==> config.mk <==
export PLATFORM = sky130hd
export DESIGN_NAME = stable_min_priority_queue
export DESIGN_NICKNAME = d
export VERILOG_FILES = /design/src/rtl/smpq_pkg.sv /design/src/rtl/smpq_cell.sv /design/src/rtl/stable_min_priority_queue.sv
export SDC_FILE = /design/constraint.sdc
export NUM_CORES = 2
export LEC_CHECK = 0
export BUFFER_PORTS_ARGS = -buffer_cell sky130_fd_sc_hd__buf_2
export CAP_MARGIN = 20
export CORE_MARGIN = 2
export CORE_UTILIZATION = 40
export DETAILED_ROUTE_END_ITERATION = 7
export PLACE_DENSITY_LB_ADDON = 0.2
export SYNTH_ARGS = -nofsm -noshare
export SYNTH_HDL_FRONTEND = slang
export SYNTH_SLANG_ARGS = --single-unit
==> constraint.sdc <==
create_clock -name clock -period 18.05 [get_ports clock]
set_input_delay 2.7075 -clock clock [delete_from_list [all_inputs] [get_ports clock]]
set_output_delay 2.7075 -clock clock [all_outputs]
set_load 0.02 [all_outputs]
==> src/rtl/smpq_pkg.sv <==
// ----------------------------------------------------------------------------
// smpq_pkg: shared types and codes of the stable minimum priority queue
// Holds the action and status codes, the word carried by every cell and the
// command that the top level broadcasts down the row of cells.
// ----------------------------------------------------------------------------
package smpq_pkg;

   localparam int ValueWidth = 32;
   localparam int PrioWidth  = 8;
   localparam int CountWidth = 5;

   // Action codes of an input word. The fourth code behaves as a peek.
   localparam logic [1:0] ACTION_ENQUEUE = 2'd0;
   localparam logic [1:0] ACTION_DEQUEUE = 2'd1;
   localparam logic [1:0] ACTION_PEEK    = 2'd2;

   typedef enum logic [1:0] {
      STATUS_OK    = 2'd0,
      STATUS_EMPTY = 2'd1,
      STATUS_FULL  = 2'd2
   } status_type;

   // What every cell does in the current cycle.
   typedef enum logic [1:0] {
      OP_HOLD    = 2'd0,
      OP_ENQUEUE = 2'd1,
      OP_DEQUEUE = 2'd2
   } op_type;

   typedef struct packed {
      logic signed [ValueWidth-1:0] value;
      logic [PrioWidth-1:0]         prio;
   } entry_type;

   typedef struct packed {
      op_type                       op;
      logic signed [ValueWidth-1:0] value;
      logic [PrioWidth-1:0]         prio;
   } cmd_type;

endpackage

==> src/rtl/smpq_cell.sv <==
// ----------------------------------------------------------------------------
// smpq_cell: one slot of the sorted cell row
// Holds one entry. On an enqueue it keeps its entry, takes the new one or
// takes its left neighbor's; on a dequeue it takes its right neighbor's.
// ----------------------------------------------------------------------------
module smpq_cell (
   input  logic                clock,
   input  smpq_pkg::cmd_type   cmd,
   input  logic                cell_valid,
   input  logic                prev_keep,
   input  smpq_pkg::entry_type prev_entry,
   input  smpq_pkg::entry_type next_entry,
   output logic                keep,
   output smpq_pkg::entry_type entry
);

   smpq_pkg::entry_type entry_ff;
   smpq_pkg::entry_type entry_in;

   // An occupied cell whose priority is lower or equal stays put, so equal
   // priorities keep their arrival order.
   assign keep  = cell_valid && (entry_ff.prio <= cmd.prio);
   assign entry = entry_ff;

   always_comb begin
      case (cmd.op)
         smpq_pkg::OP_ENQUEUE: begin
            if (keep) begin
               entry_in = entry_ff;
            end else if (prev_keep) begin
               entry_in.value = cmd.value;
               entry_in.prio  = cmd.prio;
            end else begin
               entry_in = prev_entry;
            end
         end
         smpq_pkg::OP_DEQUEUE: begin
            entry_in = next_entry;
         end
         default: begin
            entry_in = entry_ff;
         end
      endcase
   end

   always_ff @(posedge clock) begin
      entry_ff <= entry_in;
   end

endmodule

==> src/rtl/stable_min_priority_queue.sv <==
// ----------------------------------------------------------------------------
// stable_min_priority_queue: bounded sorted priority queue
// A row of CAPACITY cells keeps entries in ascending priority order, with
// equal priorities in arrival order. Enqueue, dequeue and peek words.
// ----------------------------------------------------------------------------
// Usage:
//   A request word (req_action, req_value, req_priority_req) is taken at a
//   rising edge with start high and busy low. Action enqueue inserts the
//   entry, dequeue removes the front entry, peek reads it; the unused fourth
//   code acts as a peek.
//   Every request word gives exactly one response word on rsp_status,
//   rsp_front_value and rsp_count, marked by rsp_valid for one cycle, in the
//   cycle right after the request was taken.
//   All cells compare their priority against the new entry in the same
//   cycle and shift by at most one place, so one word is taken every cycle;
//   busy stays low and the throughput is one word per clock.
//   An enqueue into a full queue is dropped with status full; a dequeue or
//   peek of an empty queue answers status empty with a zero value.
//   rsp_count gives the entries held after the word, in its low five bits.
//   A synchronous reset empties the queue and clears the response strobe;
//   cell contents are not cleared, since only occupied cells are ever read.
//   The receiver cannot hold a response off, so none is ever stalled.
// ----------------------------------------------------------------------------
module stable_min_priority_queue #(
   parameter int CAPACITY = 16
) (
   input  logic                                   clock,
   input  logic                                   reset,
   input  logic                                   start,
   output logic                                   busy,
   input  logic [1:0]                             req_action,
   input  logic signed [smpq_pkg::ValueWidth-1:0] req_value,
   input  logic [smpq_pkg::PrioWidth-1:0]         req_priority_req,
   output logic                                   rsp_valid,
   output logic [1:0]                             rsp_status,
   output logic signed [smpq_pkg::ValueWidth-1:0] rsp_front_value,
   output logic [smpq_pkg::CountWidth-1:0]        rsp_count
);

   // The count must be able to hold CAPACITY itself.
   localparam int CW = $clog2(CAPACITY + 1);

   logic [CW-1:0] count_ff;
   logic [CW-1:0] count_in;

   logic                                   rsp_valid_ff;
   logic                                   rsp_valid_in;
   smpq_pkg::status_type                   rsp_status_ff;
   smpq_pkg::status_type                   rsp_status_in;
   logic signed [smpq_pkg::ValueWidth-1:0] rsp_front_value_ff;
   logic signed [smpq_pkg::ValueWidth-1:0] rsp_front_value_in;
   logic [smpq_pkg::CountWidth-1:0]        rsp_count_ff;
   logic [smpq_pkg::CountWidth-1:0]        rsp_count_in;

   smpq_pkg::cmd_type   cmd;
   smpq_pkg::entry_type cell_entry [CAPACITY];
   logic                cell_keep  [CAPACITY];

   logic accept;
   logic is_empty;
   logic is_full;

   assign busy     = 1'b0;
   assign accept   = start && !busy;
   assign is_empty = (count_ff == '0);
   assign is_full  = (count_ff == CW'(CAPACITY));

   // Decode the request into the command every cell sees this cycle, and
   // form the response word and the new fill count.
   always_comb begin
      cmd.op             = smpq_pkg::OP_HOLD;
      cmd.value          = req_value;
      cmd.prio           = req_priority_req;
      count_in           = count_ff;
      rsp_status_in      = smpq_pkg::STATUS_OK;
      rsp_front_value_in = '0;
      if (accept) begin
         if (req_action == smpq_pkg::ACTION_ENQUEUE) begin
            if (is_full) begin
               rsp_status_in = smpq_pkg::STATUS_FULL;
            end else begin
               cmd.op   = smpq_pkg::OP_ENQUEUE;
               count_in = count_ff + CW'(1);
            end
         end else if (is_empty) begin
            rsp_status_in = smpq_pkg::STATUS_EMPTY;
         end else begin
            rsp_front_value_in = cell_entry[0].value;
            if (req_action == smpq_pkg::ACTION_DEQUEUE) begin
               cmd.op   = smpq_pkg::OP_DEQUEUE;
               count_in = count_ff - CW'(1);
            end
         end
      end
      rsp_valid_in = accept;
      rsp_count_in = smpq_pkg::CountWidth'(count_in);
   end

   // The row of cells. Cell zero is the front; the new entry enters where
   // the first cell stops keeping its own entry.
   for (genvar i = 0; i < CAPACITY; i++) begin : g_cell
      logic                cell_valid;
      logic                prev_keep;
      smpq_pkg::entry_type prev_entry;
      smpq_pkg::entry_type next_entry;

      assign cell_valid = (count_ff > CW'(i));

      if (i == 0) begin : g_first
         assign prev_keep  = 1'b1;
         assign prev_entry = '0;
      end else begin : g_inner
         assign prev_keep  = cell_keep[i-1];
         assign prev_entry = cell_entry[i-1];
      end

      if (i == CAPACITY - 1) begin : g_last
         assign next_entry = '0;
      end else begin : g_body
         assign next_entry = cell_entry[i+1];
      end

      smpq_cell u_cell (
         .clock      (clock),
         .cmd        (cmd),
         .cell_valid (cell_valid),
         .prev_keep  (prev_keep),
         .prev_entry (prev_entry),
         .next_entry (next_entry),
         .keep       (cell_keep[i]),
         .entry      (cell_entry[i])
      );
   end

   always_ff @(posedge clock) begin
      if (reset) begin
         count_ff     <= '0;
         rsp_valid_ff <= 1'b0;
      end else begin
         count_ff     <= count_in;
         rsp_valid_ff <= rsp_valid_in;
      end
   end

   always_ff @(posedge clock) begin
      rsp_status_ff      <= rsp_status_in;
      rsp_front_value_ff <= rsp_front_value_in;
      rsp_count_ff       <= rsp_count_in;
   end

   assign rsp_valid       = rsp_valid_ff;
   assign rsp_status      = rsp_status_ff;
   assign rsp_front_value = rsp_front_value_ff;
   assign rsp_count       = rsp_count_ff;

   // The fill count never passes the number of cells.
   a_count_bound: assert property (@(posedge clock) disable iff (reset)
      count_ff <= CW'(CAPACITY))
      else $error("fill count above capacity");

   // Every accepted request gives a response in the next cycle.
   a_one_response: assert property (@(posedge clock) disable iff (reset)
      accept |=> rsp_valid)
      else $error("accepted request without response");

   // A full status is only reported while every cell is occupied.
   a_full_status: assert property (@(posedge clock) disable iff (reset)
      (rsp_valid && rsp_status == smpq_pkg::STATUS_FULL) |->
         (count_ff == CW'(CAPACITY)))
      else $error("full status with free cells");

   // The two front cells stay in priority order.
   a_front_order: assert property (@(posedge clock) disable iff (reset)
      (count_ff >= CW'(2)) |-> (cell_entry[0].prio <= cell_entry[1].prio))
      else $error("front cells out of priority order");

endmodule
# After elaboration in Yosys (flattened, before gate mapping)
# Index checks and enable logic that the tools add are counted.
classes:
  reduce_logical: 36
  n_addsub: 2
  magnitude_cmp: 32
  n_div: 0
  muxes: 60
  eq_ne: 20
  shift: 0
  n_bitwise: 1
  mul: 0
ops:
  columns: ["op", "n"]
  rows:
  - ["40-bit one-hot mux with 2 select lines", 16]
  - ["40-bit 2-to-1 mux", 31]
  - ["8-bit less-or-equal comparator", 16]
  - ["5-bit by 4-bit greater-than comparator with 1-bit output (second input constant)", 8]
  - ["2-bit != test (second input constant)", 16]
  - ["2-bit AND reduction", 16]
  - ["5-bit 2-to-1 mux", 5]
  - ["5-bit by 3-bit greater-than comparator with 1-bit output (second input constant)", 4]
  - ["1-bit logical AND", 16]
  - ["2-bit 2-to-1 mux", 6]
  - ["5-bit by 1-bit greater-than comparator with 1-bit output (second input constant)", 2]
  - ["5-bit by 2-bit greater-than comparator with 1-bit output (second input constant)", 2]
  - ["5-bit by 1-bit adder with 5-bit output (second input constant)", 1]
  - ["5-bit == test (second input constant)", 1]
  - ["5-bit logical NOT", 1]
  - ["5-bit by 1-bit subtractor with 5-bit output (second input constant)", 1]
  - ["2-bit by 1-bit == test with 1-bit output (second input constant)", 2]
  - ["3-bit OR reduction", 1]
  - ["2-bit == test (second input constant)", 1]
  - ["2-bit logical NOT", 1]
  - ["1-bit 2-to-1 mux", 2]
  - ["2-bit nonzero test", 1]
  - ["1-bit inverter", 1]
word_totals:
  reg_bits: 685
  rom_bits: 0
  elab_cells: 188
  ramBits: 0
  n_memories: 0
  latch_bits: 0
  output_inout_bits: 41
  input_bits: 45

# Depth between registers and ports, before layout
depth:
  ltp_word: 8
  ltp_mapped: 13
  ltp_nobuf: 8

# Hierarchy
# Synthesis repeated with hierarchy kept, for this count alone.
hier_totals:
  cells_unflattened: 3542
  hier_area_um2: 38896.1
by_module_without_submodules:
  columns: ["module", "area_per_inst_um2", "cells_each", "n_inst", "seq_area_each_um2"]
  rows:
  - ["smpq_cell", 2322.2, 210, 16, 1201.2]
  - ["stable_min_priority_queue", 1740.4, 182, 1, 900.9]

# Least setup slack after synthesis
# No wires, ideal clock.
synth_path:
  kind: "input to register"
  from: "input port req_priority_req[1] (netlist bit)"
  to: "register g_cell[3].u_cell.entry_ff (netlist bit g_cell[3].u_cell.entry[0]) (enable)"
  required_time_ns: 17.557
  arrival_ns: 7.332
  stages: 9
  path_buffers: 2
  setup_ns: 0.493
  path_slack_ns: 10.225
  path_cell_list: "clkbuf_1 inv_1 ha_1 nor2b_1 o211ai_1 a211oi_1 nor3_2 clkbuf_1 o21ai_0"
synth_via:
  elab_chain_cells: 4
synth_lines:
  columns: ["element", "line_no", "text"]
  rows:
  - ["start, declared", "stable_min_priority_queue.sv:33", "input logic [smpq_pkg::PrioWidth-1:0] req_priority_req,"]
  - ["8-bit less-or-equal comparator", "smpq_cell.sv:22", "assign keep = cell_valid && (entry_ff.prio <= cmd.prio);"]
  - ["1-bit logical AND", "smpq_cell.sv:22", null]
  - ["2-bit != test (no source line)", null, null]
  - ["2-bit AND reduction (no source line)", null, null]
  - ["end signal, assigned", "smpq_cell.sv:47", "entry_ff <= entry_in;"]
  - ["end, declared", "smpq_cell.sv:17", "smpq_pkg::entry_type entry_ff;"]
# No other way between the ends.
# A chain may end at the register's enable or synchronous reset.

==> impl_metrics.py <==
metrics = {
    "setup_path": {
        "end_kind": "register",
        "crit_top_cell": "buf_4",
        "cp_data_arrival_time_ns": 6.74,
        "crit_required_ns": 18.39,
        "cp_max_fo": 219,
        "rrSetupSlack_ns": 12.72,
        "slowest_delay_ns": 0.83,
        "slowest_stage": "buf_4",
        "start_kind": "input pin",
        "path_class": "in2reg",
        "worstPathCellList": "buf_2 > nor3b_2 > and2_4 > buf_4 > buf_12 > buf_4 > o21ai_1",
        "cp_num_buf_inv": 4,
        "path_delay_family": "buffers and inverters",
    },
    "route": {
        "drt_iter0_drc": 2371,
        "ant_nets": 0,
        "wirelength_um": 106300,
        "dr.pass1.iters": 5,
        "wl_per_cell_um": 23.60,
        "drc": 0,
        "viasPerCell": 5.659,
        "routed-via-count": 25480,
    },
    "timing": {
        "finClkSkew_ns": 0.02222,
        "fin_crit_sh_pct": 35.46,
        "slew_violations": 0,
        "rsz0062_at_grt": "no",
        "hold_ws_ns": 0.4642,
        "relSlewSlack_pct": 27.28,
        "timing.fmax_ghz": 0.1562,
        "period_minus_slack_ns": 6.401,
        "setup_tns_ns": 0,
        "worst_pin_slew_ns": 1.087,
        "final_hold_viol_count": 0,
        "setup_viol": 0,
    },
    "clocking": {
        "cts_hold_buf": 0,
        "htreeDepth": 3,
        "clk_path_buf_depth": 3,
        "cts_tree": "built",
        "clk_latency_ns": 0.64,
        "path_clk_slew_ns": 0.06,
        "cts_setup_buffers": 0,
        "cts_root_buf": "clkbuf_16",
        "clock-sinks": 685,
        "cts_resized": 0,
        "numCtsBuffers": 80,
    },
    "synth": {
        "avgSynthCellArea_um2": 11.09,
        "netlist_instances": 3301,
        "synth_common_cells": "edfxtp_1, nand2_1, mux2i_1",
        "synth.most_common_cell": "edfxtp_1",
        "synth_ff_type": "edfxtp_1",
        "synth_area_leaders": "edfxtp_1, mux2i_1, nand2_1",
        "ys_seq_area_share_pct": 54.96,
        "yosysTopAreaCell": "edfxtp_1",
        "ys_async_sr_fraction_pct": 0,
        "yosysTopAreaCellShare_pct": 52.50,
        "synth_seq_cells": 685,
        "ys_types": 52,
        "synth_area_um2": 36600,
        "synth_warnings": 0,
        "synth_fp_nets": 3480,
        "synth_edf_count": 640,
    },
    "status": {
        "status": "completed",
    },
    "worst_hold_path": {
        "hold_path_class": "reg2reg",
    },
    "finish": {
        "diodes": 0,
        "drive_gt1_share_pct": 8.446,
        "final_nets": 3442,
        "areaGrowthSynthToFinish_pct": 10.30,
    },
    "grt": {
        "antenna_found_initial": 4,
        "grt.total_usage_pct": 22.46,
        "grt_max_degree": 220,
        "grt_overflow": 0,
        "grt_pass1_wl_um": 160300,
        "grt_pass1_vias": 24910,
    },
    "floorplanning": {
        "coreArea_um2": 90290,
        "chipWidth_um": 306.5,
        "die_h_um": 306.5,
        "start_util_pct": 40.54,
        "rows": 110,
        "ioPinCount": 86,
        "die-area_um2": 93950,
    },
    "power": {
        "powerDensity_nw_per_um2": 103.8,
        "power_uw": 4191,
        "irDropWorstVdd_v": 0.00006494,
        "p_leak_uw": 0.01355,
    },
    "run": {
        "maxCapViolCount": 0,
    },
    "placement": {
        "gp_congestion": 0.8354,
        "hpwl_um": 60290,
        "numPortBuffers": 84,
    },
}
[power breakdown]
part,internal (µW),switching (µW)
logic,210,402
clock network,932,683
registers,1900,62.4
[area by class of cell]
class / count / area, µm²
well taps: 1176 / 1471
multi-input cells: 2328 / 15240
repair buffers: 138 / 883.3
inverters: 30 / 112.6
fillers: 8559 / 49910
clock inverters: 29 / 326.6
flip-flops and latches: 685 / 20120
clock buffers: 117 / 2223
[registers in the layout, indices dropped and copies added, names as in the netlist]
name                 flops
rsp_front_value         32
rsp_valid                1
rsp_status               2
g_cell.u_cell.entry    640
rsp_count                5
count_ff                 5
[per-stage QoR]
stage	area [µm²]	util [%]	setup slack, ns	cells
detailed placement	37780	41.84	11.06	4355
global route	40370	44.72	11.28	4503
global placement	37760	41.82	11.11	4354
floorplan	36600	-	10.23	3301
CTS	40330	44.66	11.76	4501
finish	40370	44.72	11.65	4503
[worst paths after layout]
path | start | end | depth (start not counted)
setup / recovery | req_action[1] | g_cell[8].u_cell.entry[22] | 7
hold / removal | g_cell[0].u_cell.entry[27] | rsp_front_value[19] | 1
setup reg to reg | count_ff[0] | g_cell[8].u_cell.entry[22] | 9
hold reg to reg | g_cell[0].u_cell.entry[27] | rsp_front_value[19] | 1
[layout by cell type, fill, tap and decap left out, drive strengths merged, types with 5 or more instances in the layout]
master and n:
a21o 12, inv 33, nor2 106, nand2 608
clkinv 21, and2 34, o21ai 553, buf 138
nor3 17, mux2i 560, a211oi 16, dfxtp 45
ha 134, edfxtp 640, a21oi 128, o211ai 14
bufinv 5, nand3 54, clkbuf 117, nor2b 22
nand4 31
[routing by layer]
| metal | GRT usage, % | vias to the layer above | wire length (µm) |
|---|---|---|---|
| met2 | 35.23 | 700 | 47730 |
| met3 | 3.363 | 117 | 5993 |
| li1 | - | 11970 | - |
| met5 | 0 | - | 30 |
| met1 | 32.53 | 12690 | 50400 |
| met4 | 5.837 | 4 | 2107 |
[logic make-up (layout without fill, tap and decap cells)]
kind of cell,count (synthesis),in the layout,synth area share (%)
buffers and inverters,288,314,4.174
adders and majority gates,134,134,4.580
muxes,561,561,15.34
xor gates and xnor gates,2,2,0.04786
other,1,1,0.01024
AOI/OAI and AO/OA,743,743,10.67
DFF,685,685,54.96
and+or+nand+nor,887,887,10.21
(Power assumes the default switching activity.)
